`config.mk`:
```
export PLATFORM = sky130hd
export DESIGN_NAME = prefixed_number_token_parser_top_flat
export DESIGN_NICKNAME = d
export VERILOG_FILES = /design/src/sv/pntp_pkg.sv /design/src/sv/pntp_char_if.sv /design/src/sv/pntp_result_if.sv /design/src/sv/pntp_apb_regs.sv /design/src/sv/pntp_in_stage.sv /design/src/sv/pntp_token_state.sv /design/src/sv/prefixed_number_token_parser_top.sv /design/src/flat_wrapper.sv
export SDC_FILE = /design/constraint.sdc
export NUM_CORES = 1
export LEC_CHECK = 0
export BUFFER_PORTS_ARGS = -buffer_cell sky130_fd_sc_hd__buf_2
export CELL_PAD_IN_SITES_DETAIL_PLACEMENT = 0
export CELL_PAD_IN_SITES_GLOBAL_PLACEMENT = 2
export CORE_MARGIN = 4
export CORE_UTILIZATION = 34
export DETAILED_ROUTE_END_ITERATION = 6
export GPL_TIMING_DRIVEN = 1
export HOLD_SLACK_MARGIN = 0.08
export PLACE_DENSITY_LB_ADDON = 0.1
export SYNTH_ARGS = -nofsm -noshare
export SYNTH_HDL_FRONTEND = slang
export SYNTH_SLANG_ARGS = --single-unit
```
`constraint.sdc`:
```
create_clock -name clk -period 6.1 [get_ports clk]
set_clock_uncertainty 0.1 [all_clocks]
set_input_delay 0 -clock clk [delete_from_list [all_inputs] [get_ports clk]]
set_output_delay 0 -clock clk [all_outputs]
set_load 0.02 [all_outputs]
```
`src/sv/pntp_pkg.sv`:
```
`timescale 1ns / 1ps
// ----------------------------------------------------------------------------
// pntp_pkg
// Shared types, constants and the digit decoder of the number token parser.
// ----------------------------------------------------------------------------
`default_nettype none

package pntp_pkg;

  // Default values of the top-level parameters.
  localparam int CELL_WIDTH_DEF = 32;
  localparam int MAX_BASE_DEF   = 36;

  // Fixed field widths.
  localparam int CH_W    = 8;
  localparam int BASE_W  = 6;
  localparam int VALUE_W = 32;

  // Configuration port.
  localparam int APB_DATA_W = 32;
  localparam int APB_ADDR_W = 2;
  localparam logic [APB_ADDR_W-1:0] ADDR_DEFAULT_BASE = APB_ADDR_W'(0);

  // Base values.
  localparam logic [BASE_W-1:0] BASE_RESET = 6'd10;
  localparam logic [BASE_W-1:0] BASE_HEX   = 6'd16;
  localparam logic [BASE_W-1:0] BASE_BIN   = 6'd2;
  localparam logic [BASE_W-1:0] BASE_DEC   = 6'd10;

  // Prefix characters.
  localparam logic [CH_W-1:0] CH_DOLLAR  = 8'h24;
  localparam logic [CH_W-1:0] CH_PERCENT = 8'h25;
  localparam logic [CH_W-1:0] CH_HASH    = 8'h23;
  localparam logic [CH_W-1:0] CH_MINUS   = 8'h2D;

  // Character classes.
  localparam logic [CH_W-1:0] CH_ZERO    = 8'h30;
  localparam logic [CH_W-1:0] CH_NINE    = 8'h39;
  localparam logic [CH_W-1:0] CH_UPPER_A = 8'h41;
  localparam logic [CH_W-1:0] CH_UPPER_Z = 8'h5A;
  localparam logic [CH_W-1:0] CH_LOWER_A = 8'h61;
  localparam logic [CH_W-1:0] CH_LOWER_Z = 8'h7A;
  localparam logic [CH_W-1:0] CASE_BIT   = 8'h20;
  localparam logic [CH_W-1:0] ALPHA_OFS  = 8'h57;

  // One item held in the input register.
  typedef struct packed {
    logic            valid;
    logic [CH_W-1:0] ch;
    logic            token_end;
  } item_t;

  // Decoded digit.
  typedef struct packed {
    logic              ok;
    logic [BASE_W-1:0] d;
  } digit_t;

  // Folds A-Z to lower case and maps 0-9a-z to 0..35, limited to max_base symbols.
  function automatic digit_t digit_of(input logic [CH_W-1:0] c, input int max_base);
    logic [CH_W-1:0] lc;
    logic [CH_W-1:0] raw;
    digit_t          res;
    lc  = c;
    raw = '0;
    res = '0;
    if (c inside {[CH_UPPER_A:CH_UPPER_Z]}) begin
      lc = c | CASE_BIT;
    end
    if (lc inside {[CH_ZERO:CH_NINE]}) begin
      raw    = lc - CH_ZERO;
      res.ok = 1'b1;
    end else if (lc inside {[CH_LOWER_A:CH_LOWER_Z]}) begin
      raw    = lc - ALPHA_OFS;
      res.ok = 1'b1;
    end
    res.d = raw[BASE_W-1:0];
    if (int'(raw) >= max_base) begin
      res.ok = 1'b0;
    end
    return res;
  endfunction

endpackage

`default_nettype wire

```
`src/sv/pntp_char_if.sv`:
```
`timescale 1ns / 1ps
// ----------------------------------------------------------------------------
// pntp_char_if
// Character channel: one token character or an end marker per transfer.
// ----------------------------------------------------------------------------
`default_nettype none

interface pntp_char_if;
  import pntp_pkg::*;

  logic            valid;
  logic            ready;
  logic [CH_W-1:0] ch;
  logic            token_end;

  modport source (output valid, output ch, output token_end, input ready);
  modport sink   (input valid, input ch, input token_end, output ready);
endinterface

`default_nettype wire

```
`src/sv/pntp_result_if.sv`:
```
`timescale 1ns / 1ps
// ----------------------------------------------------------------------------
// pntp_result_if
// Result channel: one parsed token per transfer.
// ----------------------------------------------------------------------------
`default_nettype none

interface pntp_result_if;
  import pntp_pkg::*;

  logic                      valid;
  logic                      ready;
  logic                      is_number;
  logic signed [VALUE_W-1:0] value;

  modport source (output valid, output is_number, output value, input ready);
  modport sink   (input valid, input is_number, input value, output ready);
endinterface

`default_nettype wire

```
`src/sv/pntp_apb_regs.sv`:
```
`timescale 1ns / 1ps
// ----------------------------------------------------------------------------
// pntp_apb_regs
// APB register file holding the default numeric base.
// ----------------------------------------------------------------------------
`default_nettype none

module pntp_apb_regs (
  input  wire logic                             clk,
  input  wire logic                             rst,
  input  wire logic                             psel,
  input  wire logic                             penable,
  input  wire logic                             pwrite,
  input  wire logic [pntp_pkg::APB_ADDR_W-1:0]  paddr,
  input  wire logic [pntp_pkg::APB_DATA_W-1:0]  pwdata,
  output logic      [pntp_pkg::APB_DATA_W-1:0]  prdata,
  output logic                                  pready,
  output logic      [pntp_pkg::BASE_W-1:0]      default_base
);
  import pntp_pkg::*;

  logic wr_en;

  assign pready = 1'b1;
  assign wr_en  = psel && penable && pwrite && pready && (paddr == ADDR_DEFAULT_BASE);

  // Register write at the access phase.
  always_ff @(posedge clk) begin
    if (rst) begin
      default_base <= BASE_RESET;
    end else if (wr_en) begin
      default_base <= pwdata[BASE_W-1:0];
    end
  end

  // Read data decode.
  always_comb begin
    prdata = '0;
    if (paddr == ADDR_DEFAULT_BASE) begin
      prdata = {{(APB_DATA_W-BASE_W){1'b0}}, default_base};
    end
  end

endmodule

`default_nettype wire

```
`src/sv/pntp_in_stage.sv`:
```
`timescale 1ns / 1ps
// ----------------------------------------------------------------------------
// pntp_in_stage
// Input register: holds one character transfer until the parser takes it.
// ----------------------------------------------------------------------------
`default_nettype none

module pntp_in_stage (
  input  wire logic    clk,
  input  wire logic    rst,
  pntp_char_if.sink    chars,
  input  wire logic    advance,
  output pntp_pkg::item_t item
);
  import pntp_pkg::*;

  logic take;

  // The register is free when empty or when its item moves on this cycle.
  assign chars.ready = !item.valid || advance;
  assign take        = chars.valid && chars.ready;

  // Valid flag with reset; the payload needs no reset.
  always_ff @(posedge clk) begin
    if (rst) begin
      item.valid <= 1'b0;
    end else if (take) begin
      item.valid <= 1'b1;
    end else if (advance) begin
      item.valid <= 1'b0;
    end
    if (take) begin
      item.ch        <= chars.ch;
      item.token_end <= chars.token_end;
    end
  end

endmodule

`default_nettype wire

```
`src/sv/pntp_token_state.sv`:
```
`timescale 1ns / 1ps
// ----------------------------------------------------------------------------
// pntp_token_state
// Token state, digit accumulation and the result register.
// ----------------------------------------------------------------------------
`default_nettype none

module pntp_token_state #(
  parameter int CELL_WIDTH = pntp_pkg::CELL_WIDTH_DEF,
  parameter int MAX_BASE   = pntp_pkg::MAX_BASE_DEF
) (
  input  wire logic                         clk,
  input  wire logic                         rst,
  input  wire logic [pntp_pkg::BASE_W-1:0]  default_base,
  input  wire pntp_pkg::item_t              item,
  output logic                              advance,
  pntp_result_if.source                     results
);
  import pntp_pkg::*;

  // Token state.
  logic                    at_first_char, at_first_char_next;
  logic [BASE_W-1:0]       active_base, active_base_next;
  logic                    negate_flag, negate_flag_next;
  logic [CELL_WIDTH-1:0]   accumulator, accumulator_next;
  logic                    bad_char_seen, bad_char_seen_next;

  // Result register.
  logic                      res_valid;
  logic                      res_is_number;
  logic signed [VALUE_W-1:0] res_value;
  logic                      res_is_number_next;
  logic signed [VALUE_W-1:0] res_value_next;
  logic                      load_result;

  // Digit path.
  logic [BASE_W-1:0]          use_base;
  logic                       do_digit;
  digit_t                     dig;
  logic [CELL_WIDTH+BASE_W-1:0] product;
  logic [CELL_WIDTH-1:0]      signed_acc;

  // An end marker waits until the result register is free.
  assign advance     = item.valid && (!item.token_end || !res_valid || results.ready);
  assign load_result = advance && item.token_end;

  assign dig     = digit_of(item.ch, MAX_BASE);
  assign product = {{BASE_W{1'b0}}, accumulator} * {{CELL_WIDTH{1'b0}}, use_base};

  // Signed value of the finished token.
  assign signed_acc = negate_flag ? (CELL_WIDTH'(0) - accumulator) : accumulator;

  // Next state for the item at the head of the input register.
  always_comb begin
    at_first_char_next = at_first_char;
    active_base_next   = active_base;
    negate_flag_next   = negate_flag;
    accumulator_next   = accumulator;
    bad_char_seen_next = bad_char_seen;
    use_base           = active_base;
    do_digit           = 1'b0;
    res_is_number_next = !bad_char_seen;
    res_value_next     = '0;
    if (!bad_char_seen) begin
      res_value_next = VALUE_W'(signed'(signed_acc));
    end

    if (item.token_end) begin
      at_first_char_next = 1'b1;
      active_base_next   = default_base;
      negate_flag_next   = 1'b0;
      accumulator_next   = '0;
      bad_char_seen_next = 1'b0;
    end else if (at_first_char) begin
      at_first_char_next = 1'b0;
      active_base_next   = default_base;
      use_base           = default_base;
      case (item.ch)
        CH_DOLLAR:  active_base_next = BASE_HEX;
        CH_PERCENT: active_base_next = BASE_BIN;
        CH_HASH:    active_base_next = BASE_DEC;
        CH_MINUS:   negate_flag_next = 1'b1;
        default:    do_digit         = !bad_char_seen;
      endcase
    end else begin
      do_digit = !bad_char_seen;
    end

    // Digit accepted only below the active base; anything else spoils the token.
    if (do_digit) begin
      if (!dig.ok || (dig.d >= use_base)) begin
        bad_char_seen_next = 1'b1;
      end else begin
        accumulator_next = product[CELL_WIDTH-1:0]
                         + {{(CELL_WIDTH-BASE_W){1'b0}}, dig.d};
      end
    end
  end

  // State registers.
  always_ff @(posedge clk) begin
    if (rst) begin
      at_first_char <= 1'b1;
      active_base   <= BASE_RESET;
      negate_flag   <= 1'b0;
      accumulator   <= '0;
      bad_char_seen <= 1'b0;
    end else if (advance) begin
      at_first_char <= at_first_char_next;
      active_base   <= active_base_next;
      negate_flag   <= negate_flag_next;
      accumulator   <= accumulator_next;
      bad_char_seen <= bad_char_seen_next;
    end
  end

  // Result valid flag.
  always_ff @(posedge clk) begin
    if (rst) begin
      res_valid <= 1'b0;
    end else if (load_result) begin
      res_valid <= 1'b1;
    end else if (results.ready) begin
      res_valid <= 1'b0;
    end
  end

  // Result payload.
  always_ff @(posedge clk) begin
    if (load_result) begin
      res_is_number <= res_is_number_next;
      res_value     <= res_value_next;
    end
  end

  assign results.valid     = res_valid;
  assign results.is_number = res_is_number;
  assign results.value     = res_value;

endmodule

`default_nettype wire

```
`src/sv/prefixed_number_token_parser_top.sv`:
```
`timescale 1ns / 1ps
// ----------------------------------------------------------------------------
// prefixed_number_token_parser_top
// Parses prefixed number literals arriving one character per transfer.
// ----------------------------------------------------------------------------
// Usage:
//   chars carries one token character per transfer; a transfer with
//   token_end set closes the token and asks for its result. The first
//   character may be '$' (hex), '%' (binary), '#' (decimal) or '-'
//   (negate, default base). results carries one transfer per closed token:
//   is_number and the two's-complement value (zero when not a number).
//   The default base is set over the APB port at byte address 0 and is
//   taken up when a token's first character is processed.
// Timing:
//   One character per cycle while no end transfer waits for the result
//   register. Each transfer is held in the input register, and the
//   multiply-add by the base updates the accumulator as it leaves. A
//   result's end transfer passes through the input register and then
//   loads the result register. The accumulator loop sets the rate.
// Reset and stalls:
//   rst clears both registers and restores base ten. While a result waits,
//   characters are still taken; only a further end transfer holds in the
//   input register, and chars.ready falls until the result is taken.
// ----------------------------------------------------------------------------
`default_nettype none

module prefixed_number_token_parser_top #(
  parameter int CELL_WIDTH = pntp_pkg::CELL_WIDTH_DEF,
  parameter int MAX_BASE   = pntp_pkg::MAX_BASE_DEF
) (
  input  wire logic                             clk,
  input  wire logic                             rst,
  pntp_char_if.sink                             chars,
  pntp_result_if.source                         results,
  input  wire logic                             psel,
  input  wire logic                             penable,
  input  wire logic                             pwrite,
  input  wire logic [pntp_pkg::APB_ADDR_W-1:0]  paddr,
  input  wire logic [pntp_pkg::APB_DATA_W-1:0]  pwdata,
  output logic      [pntp_pkg::APB_DATA_W-1:0]  prdata,
  output logic                                  pready
);
  import pntp_pkg::*;

  logic [BASE_W-1:0] default_base;
  item_t             item;
  logic              advance;

  // Configuration registers.
  pntp_apb_regs u_regs (
    .clk          (clk),
    .rst          (rst),
    .psel         (psel),
    .penable      (penable),
    .pwrite       (pwrite),
    .paddr        (paddr),
    .pwdata       (pwdata),
    .prdata       (prdata),
    .pready       (pready),
    .default_base (default_base)
  );

  // Input register.
  pntp_in_stage u_in (
    .clk     (clk),
    .rst     (rst),
    .chars   (chars),
    .advance (advance),
    .item    (item)
  );

  // Parser state and result register.
  pntp_token_state #(
    .CELL_WIDTH (CELL_WIDTH),
    .MAX_BASE   (MAX_BASE)
  ) u_state (
    .clk          (clk),
    .rst          (rst),
    .default_base (default_base),
    .item         (item),
    .advance      (advance),
    .results      (results)
  );

endmodule

`default_nettype wire

```
`src/flat_wrapper.sv`:
```
// flat-port wrapper written by rule: the top's interface ports become plain ports
module prefixed_number_token_parser_top_flat import pntp_pkg::*;
#(
  parameter int CELL_WIDTH = pntp_pkg::CELL_WIDTH_DEF,
  parameter int MAX_BASE   = pntp_pkg::MAX_BASE_DEF
)
  (clk, rst, psel, penable, pwrite, paddr, pwdata, prdata, pready, chars_valid, chars_ch, chars_token_end, chars_ready, results_valid, results_is_number, results_value, results_ready);
  pntp_char_if chars_i ();
  pntp_result_if results_i ();
  input  wire logic clk;
  input  wire logic rst;
  input  wire logic psel;
  input  wire logic penable;
  input  wire logic pwrite;
  input  wire logic [pntp_pkg::APB_ADDR_W-1:0] paddr;
  input  wire logic [pntp_pkg::APB_DATA_W-1:0] pwdata;
  output logic      [pntp_pkg::APB_DATA_W-1:0] prdata;
  output logic pready;
  input wire logic [$bits(chars_i.valid)-1:0] chars_valid;
  input wire logic [$bits(chars_i.ch)-1:0] chars_ch;
  input wire logic [$bits(chars_i.token_end)-1:0] chars_token_end;
  output wire logic [$bits(chars_i.ready)-1:0] chars_ready;
  output wire logic [$bits(results_i.valid)-1:0] results_valid;
  output wire logic [$bits(results_i.is_number)-1:0] results_is_number;
  output wire logic [$bits(results_i.value)-1:0] results_value;
  input wire logic [$bits(results_i.ready)-1:0] results_ready;
  assign chars_i.valid = chars_valid;
  assign chars_i.ch = chars_ch;
  assign chars_i.token_end = chars_token_end;
  assign chars_ready = chars_i.ready;
  assign results_valid = results_i.valid;
  assign results_is_number = results_i.is_number;
  assign results_value = results_i.value;
  assign results_i.ready = results_ready;
  prefixed_number_token_parser_top #(.CELL_WIDTH(CELL_WIDTH), .MAX_BASE(MAX_BASE)) u_core (.clk(clk), .rst(rst), .chars(chars_i), .results(results_i), .psel(psel), .penable(penable), .pwrite(pwrite), .paddr(paddr), .pwdata(pwdata), .prdata(prdata), .pready(pready));
endmodule
```
### Yosys cells after proc, flatten, opt, wreduce, memory -nomap -nowiden

Cells that the tools add are included.

| word-level totals | value |
|---|---|
| register bits | 91 |
| input port bits | 50 |
| output and inout port bits | 68 |
| logic and storage cells | 85 |

| operators by class | value |
|---|---|
| $add $sub $neg | 4 |
| $mul | 1 |
| magnitude comparators | 8 |
| equal/unequal tests | 4 |
| mux-type cells | 30 |
| reduce and logical (&&, ||, !) cells | 26 |

Operators by type and width:

| operator | count |
|---|---|
| two-way mux 32 bit | 4 |
| two-way mux 6 bit | 6 |
| adder 32 x 6 -> 32 bit | 1 |
| equality test 8 x 6 -> 1 bit (second input constant) | 4 |
| multiplier 32 x 6 -> 32 bit | 1 |
| subtractor 1 x 32 -> 32 bit (first input constant) | 1 |
| case mux 6 bit (3 select lines) | 1 |
| two-way mux 1 bit | 17 |
| greater-or-equal comparator 8 x 6 -> 1 bit (second input constant) | 2 |
| greater-or-equal comparator 8 x 7 -> 1 bit (second input constant) | 2 |
| <= comparator 8 x 7 -> 1 bit (second input constant) | 2 |
| two-way mux 8 bit | 2 |
| logical AND 1 bit | 9 |
| <= comparator 8 x 6 -> 1 bit (second input constant) | 1 |
| nonzero test 2 bit | 4 |
| subtractor 8 x 6 -> 8 bit (second input constant) | 1 |
| subtractor 8 x 7 -> 8 bit (second input constant) | 1 |
| greater-or-equal comparator 6 bit | 1 |
| logical NOT 1 bit | 5 |
| logical OR 1 bit | 4 |
| OR reduction 4 bit | 1 |
| AND reduction 3 bit | 1 |
| logical NOT 2 bit | 1 |
| AND reduction 2 bit | 1 |

### Longest topological paths before layout

| depth | value |
|---|---|
| depth after elaboration | 13 |
| depth in mapped cells | 23 |
| gate-level depth less buffers | 23 |

### By module

A second synthesis with hierarchy kept.

| second synthesis, totals | value |
|---|---|
| cells, all modules | 1212 |
| area total of the unflattened synthesis | 10405.0 um^2 |

By module, submodules not included:

| module | times used | cells an instance | area an instance (um^2) | sequential area each (um^2) |
|---|---|---|---|---|
| pntp_token_state | 1 | 1135 | 9542.9 | 1831.8 |
| pntp_apb_regs | 1 | 63 | 536.8 | 120.1 |
| pntp_in_stage | 1 | 14 | 325.3 | 290.3 |

### Least setup slack after synthesis

OpenSTA, ideal clock, no wires.

| path | value |
|---|---|
| path type | register to register |
| start point | reg, netlist name u_core.u_in.item[0] |
| end point | reg u_core.u_state.accumulator[25] |
| library setup time | 117 ps |
| arrival time | 5512 ps |
| required time | 5883 ps |
| path slack | 371 ps |
| cell stages (with the launch flop) | 22 |
| buffers on the path | 3 |
| clock period less this slack | 5729 ps |
| path through | edfxtp_1 -> buf_2 -> nor2b_1 -> buf_4 -> mux2_2 -> clkbuf_1 -> and2_1 -> fa_1 -> inv_1 -> fa_1 -> fa_1 -> fa_1 -> inv_1 -> ha_1 -> a21oi_1 -> nand2b_1 -> a31oi_1 -> a221o_1 -> a21boi_0 -> o21bai_1 -> mux2i_1 -> a32o_1 |

| between the ends | value |
|---|---|
| longest elaborated chain between the ends | 5 |
| elaborated cells between the ends (all ways) | 13 |
| classes of those cells | add/sub (1); mul (1); order compare (1); mux (5); reduce/logical (5) |

Ends and longest elaborated chain:

| item | line | RTL |
|---|---|---|
| two-way mux 6 bit | pntp_token_state.sv:68 | `if (item.token_end) begin` |
| multiplier 32 x 6 -> 32 bit / greater-or-equal comparator 6 bit (equally long branches) | pntp_token_state.sv:48, pntp_token_state.sv:91 |  |
| adder 32 x 6 -> 32 bit / logical OR 1 bit (equally long branches) | pntp_token_state.sv:95, pntp_token_state.sv:91 |  |
| two-way mux 32 bit | pntp_token_state.sv:91 | `if (!dig.ok \|\| (dig.d >= use_base)) begin` |
| two-way mux 32 bit | pntp_token_state.sv:90 | `if (do_digit) begin` |
| end signal: assignment | pntp_token_state.sv:112 | `accumulator <= accumulator_next;` |
| end: declaration | pntp_token_state.sv:25 | `logic [CELL_WIDTH-1:0] accumulator, accumulator_next;` |

Parallel ways exist; a longest one is shown, timed or not.
A chain may end at the register's enable or synchronous reset.

### Worst setup path after layout

| path | value |
|---|---|
| start point | reg u_core.u_state.at_first_char |
| end point | reg u_core.u_state.accumulator[31] |

| between the ends | value |
|---|---|
| longest elaborated chain between the ends | 6 |
| elaborated cells between the ends (all ways) | 10 |
| classes of those cells | add/sub (1); mul (1); order compare (1); mux (6); reduce/logical (1) |

Ends and longest elaborated chain:

| item | line | RTL |
|---|---|---|
| start: declaration | pntp_token_state.sv:22 | `logic at_first_char, at_first_char_next;` |
| start signal: assignment | pntp_token_state.sv:109 | `at_first_char <= at_first_char_next;` |
| two-way mux 6 bit | pntp_token_state.sv:74 | `end else if (at_first_char) begin` |
| two-way mux 6 bit | pntp_token_state.sv:68 |  |
| multiplier 32 x 6 -> 32 bit / greater-or-equal comparator 6 bit (equally long branches) | pntp_token_state.sv:48, pntp_token_state.sv:91 |  |
| adder 32 x 6 -> 32 bit / logical OR 1 bit (equally long branches) | pntp_token_state.sv:95, pntp_token_state.sv:91 |  |
| two-way mux 32 bit | pntp_token_state.sv:91 |  |
| two-way mux 32 bit (*) | pntp_token_state.sv:90 |  |

Every way passes the cells marked *; elsewhere a longest branch is shown, timed or not.

==> reports/metrics.csv <==
stage;metric;value;unit
timing;final setup fails;0;
floorplan;Die H;183;um
logic_synthesis;mean post-synth cell area;8.89;um2
clock_tree;CTS root buf;clkbuf_16;
grt;GRT Total Usage;17.8;%
detailed_routing;via count;8094;
logic_synthesis;Post-synth EDFFs;42;
pwr;peak supply drop;94.2;uV
clock_tree;clock latency on the worst-skew pair;0.36;ns
job;Max Cap Violations;0;
worst_setup_path;WS Path Type;flop to flop;
timing;min Tclk post-route;5.81;ns
floorplan;die area;0.0335;mm2
logic_synthesis;ys flop type;dfxtp_1;
clock_tree;H-tree depth;3;
logic_synthesis;Post-synth top cells;nand2_1, inv_1, fa_1;
hold_path;Worst Hold Class;primary input to flop;
detailed_routing;final wirelength;29200;um
final_layout;share of layout cells above drive strength 1;11.3;%
grt;vias in the first global route;8375;
clock_tree;clk slew on worst S/H paths;0.08;ns
detailed_routing;ANT nets after route;0;
worst_setup_path;Crit. End Element;flop;
timing;setup TNS;0;ns
grt;first-pass GRT wire length;47300;um
clock_tree;Sink Count;91;
floorplan;Die Width;183;um
final_layout;Layout area overhead;11.6;%
worst_setup_path;CP required;6.26;ns
grt;largest net degree at the start of global routing;35;
logic_synthesis;most common cell in the synthesized netlist;nand2_1;
timing;f_max;172;MHz
final_layout;n_diodes;0;
logic_synthesis;post-synthesis compound-gate area fraction;13.7;%
logic_synthesis;mapped cell area;0.0104;mm2
placed_design;IO buf count;64;
clock_tree;Max clock buf depth;2;
logic_synthesis;post-synth top area cell;fa_1;
clock_tree;CTS tree;yes;
floorplan;IO Count;118;
grt;antenna violations before repair;0;
detailed_routing;drt pass-1 iters;4;
timing;max-slew violation count;0;
worst_setup_path;CP Data Arrival Time;5.98;ns
timing;Final Hold Fails;0;
floorplan;Core Area;0.0300;mm2
placed_design;Cells after DPL;1587;
final_layout;Post-Layout Cell Count;1630;
floorplan;Starting Density;34.8;%
timing;actual slew at the worst max-slew pin;1.08;ns
worst_setup_path;CP Launch Type;flop;
grt;grt total ovfl;0;
clock_tree;cts bufs inserted;9;
pwr;Leakage;5.97;nW
floorplan;row cnt;63;
placed_design;post-DP HPWL;22300;um
placed_design;Final GP Congestion;0.840;
logic_synthesis;Seq/Total Area, Yosys;21.5;%
logic_synthesis;post-synthesis mux area share;1.55;%
detailed_routing;DR DRC count;0;
logic_synthesis;Synth top area share;21.5;%
logic_synthesis;top cells by area, synth;fa_1, edfxtp_1, dfxtp_1, ha_1, nand2_1;
logic_synthesis;Yosys reg bits;91;
final_layout;fin nets;1475;
logic_synthesis;Netlist cell types;78;
timing;relative slew slack;27.6;%
logic_synthesis;Synth Area in Adders;30.9;%
detailed_routing;Starting DRT DRC Count;449;
run_status;run status;finished, final reports clean;
logic_synthesis;area share of and/or/nand/nor cells after synthesis;16.9;%
logic_synthesis;Yosys warning count;0;
worst_setup_path;Crit Path Max Fanout;6;
logic_synthesis;Post-Synth XOR/XNOR Area;5.39;%
logic_synthesis;main combinational cell family by area after synthesis;adder cells;
logic_synthesis;Post-Synthesis Cells;1174;
detailed_routing;WL per Instance;17.9;um
logic_synthesis;ys async rst share;0;%
worst_setup_path;reg2reg setup slack;0.29;ns
timing;Final period util;95.3;%
pwr;power per cell area;119;mW/mm2
detailed_routing;Via density;4.97;
-- stage by stage --
stage	cell area [um2]	worst slack, ns	hold slack (ns)	power [W]	utilization [%]
floorplan	10500	0.371	-0.00113	0.000780	-
global placement	11100	0.263	0.0779	0.000815	37.0
detailed placement	11100	0.190	0.0815	0.000814	37.0
CTS	11600	0.163	0.144	0.00141	38.7
global route	11600	-0.0110	0.200	0.00144	38.9
finish	11600	0.286	0.135	0.00138	38.9
-- registers in the layout (all words and copies together) (netlist names), 6 cells and up --
register and count:
u_core.u_state.accumulator 32, u_core.u_regs.default_base 6, u_core.u_state.active_base 6, u_core.u_in.item 10
u_core.u_state.results.value 32
-- kinds of logic after synthesis --
family,count (synthesis)
AND/OR/NAND/NOR,387
XOR/XNOR,61
flip-flops,91
other,2
multiplexers,15
adder cells (fa/ha/maj),190
buffers and inverters,237
AO/OA/AOI/OAI,191
-- worst paths after layout --
check	start	end	cells past startpoint
max	u_core.u_state.at_first_char$_SDFFE_PP1P_	u_core.u_state.accumulator[31]$_SDFFE_PP0P_	19
min	penable	u_core.u_regs.default_base[3]$_SDFFE_PP1P_	3
max reg2reg	u_core.u_state.at_first_char$_SDFFE_PP1P_	u_core.u_state.accumulator[31]$_SDFFE_PP0P_	19
min reg2reg	u_core.u_state.active_base[1]$_SDFFE_PP1P_	u_core.u_state.active_base[1]$_SDFFE_PP1P_	2
-- final cells by class --
class / count / area [um2]
Clock buffer: 9 / 225
Clock inverter: 7 / 58.8
Fill cell: 3119 / 18300
Inverter: 145 / 544
Multi-Input combinational cell: 871 / 7260
Sequential cell: 91 / 2240
Tap cell: 390 / 488
Timing Repair Buffer: 117 / 828
-- report_power, final --
group | internal [W] | leakage, nW | switching (W)
combinational | 0.0000543 | 4.99 | 0.000104
sequential | 0.000645 | 0.834 | 0.00000720
clock | 0.000285 | 0.140 | 0.000289
total | 0.000984 | 5.97 | 0.000400
-- per-layer routing --
layer | vias to the layer above | global-route usage, % | part of all wire (%)
met5 | - | 0 | 0
met4 | 0 | 3.46 | 0.98
li1 | 3931 | - | -
met2 | 121 | 29.8 | 47
met3 | 15 | 1.55 | 2.3
met1 | 4027 | 25.5 | 50
-- critical path: stages (launching register included) --
cell      delay, ns
dfxtp_1        0.39
nor2b_1        0.14
buf_4          0.17
mux2_2         0.39
and2_1         0.19
fa_1           0.53
inv_1          0.05
fa_1           0.46
fa_1           0.52
fa_1           0.55
inv_1          0.04
ha_1           0.36
a21oi_1        0.24
nand2b_1       0.16
a31oi_1        0.12
a221o_2        0.45
a211o_1        0.31
a31oi_1        0.18
o21ai_0        0.10
a311oi_1       0.27
-- layout by cell type, fill, tap and decap left out, types with 13 or more instances in the layout --
master and count:
nor2_1 74, conb_1 27, inv_1 142, dfxtp_1 49, buf_2 64, xnor2_1 24
nor3_1 13, fa_1 112, a21o_1 21, a21oi_1 28, nand3_1 15, and2_1 25
edfxtp_1 42, buf_4 25, nand2_1 194, o21ai_0 33, a22o_1 28, ha_1 77
xor2_1 35, dlygate4sd3_1 24
-- timing repair --
item,CTS,global route
setup endpoints to repair,0,7
hold endpoints to repair,21,0
gates resized for setup,0,6
hold buffers,24,0
buffers inserted,0,3
Note: power is estimated with default switching activity, not from simulation.
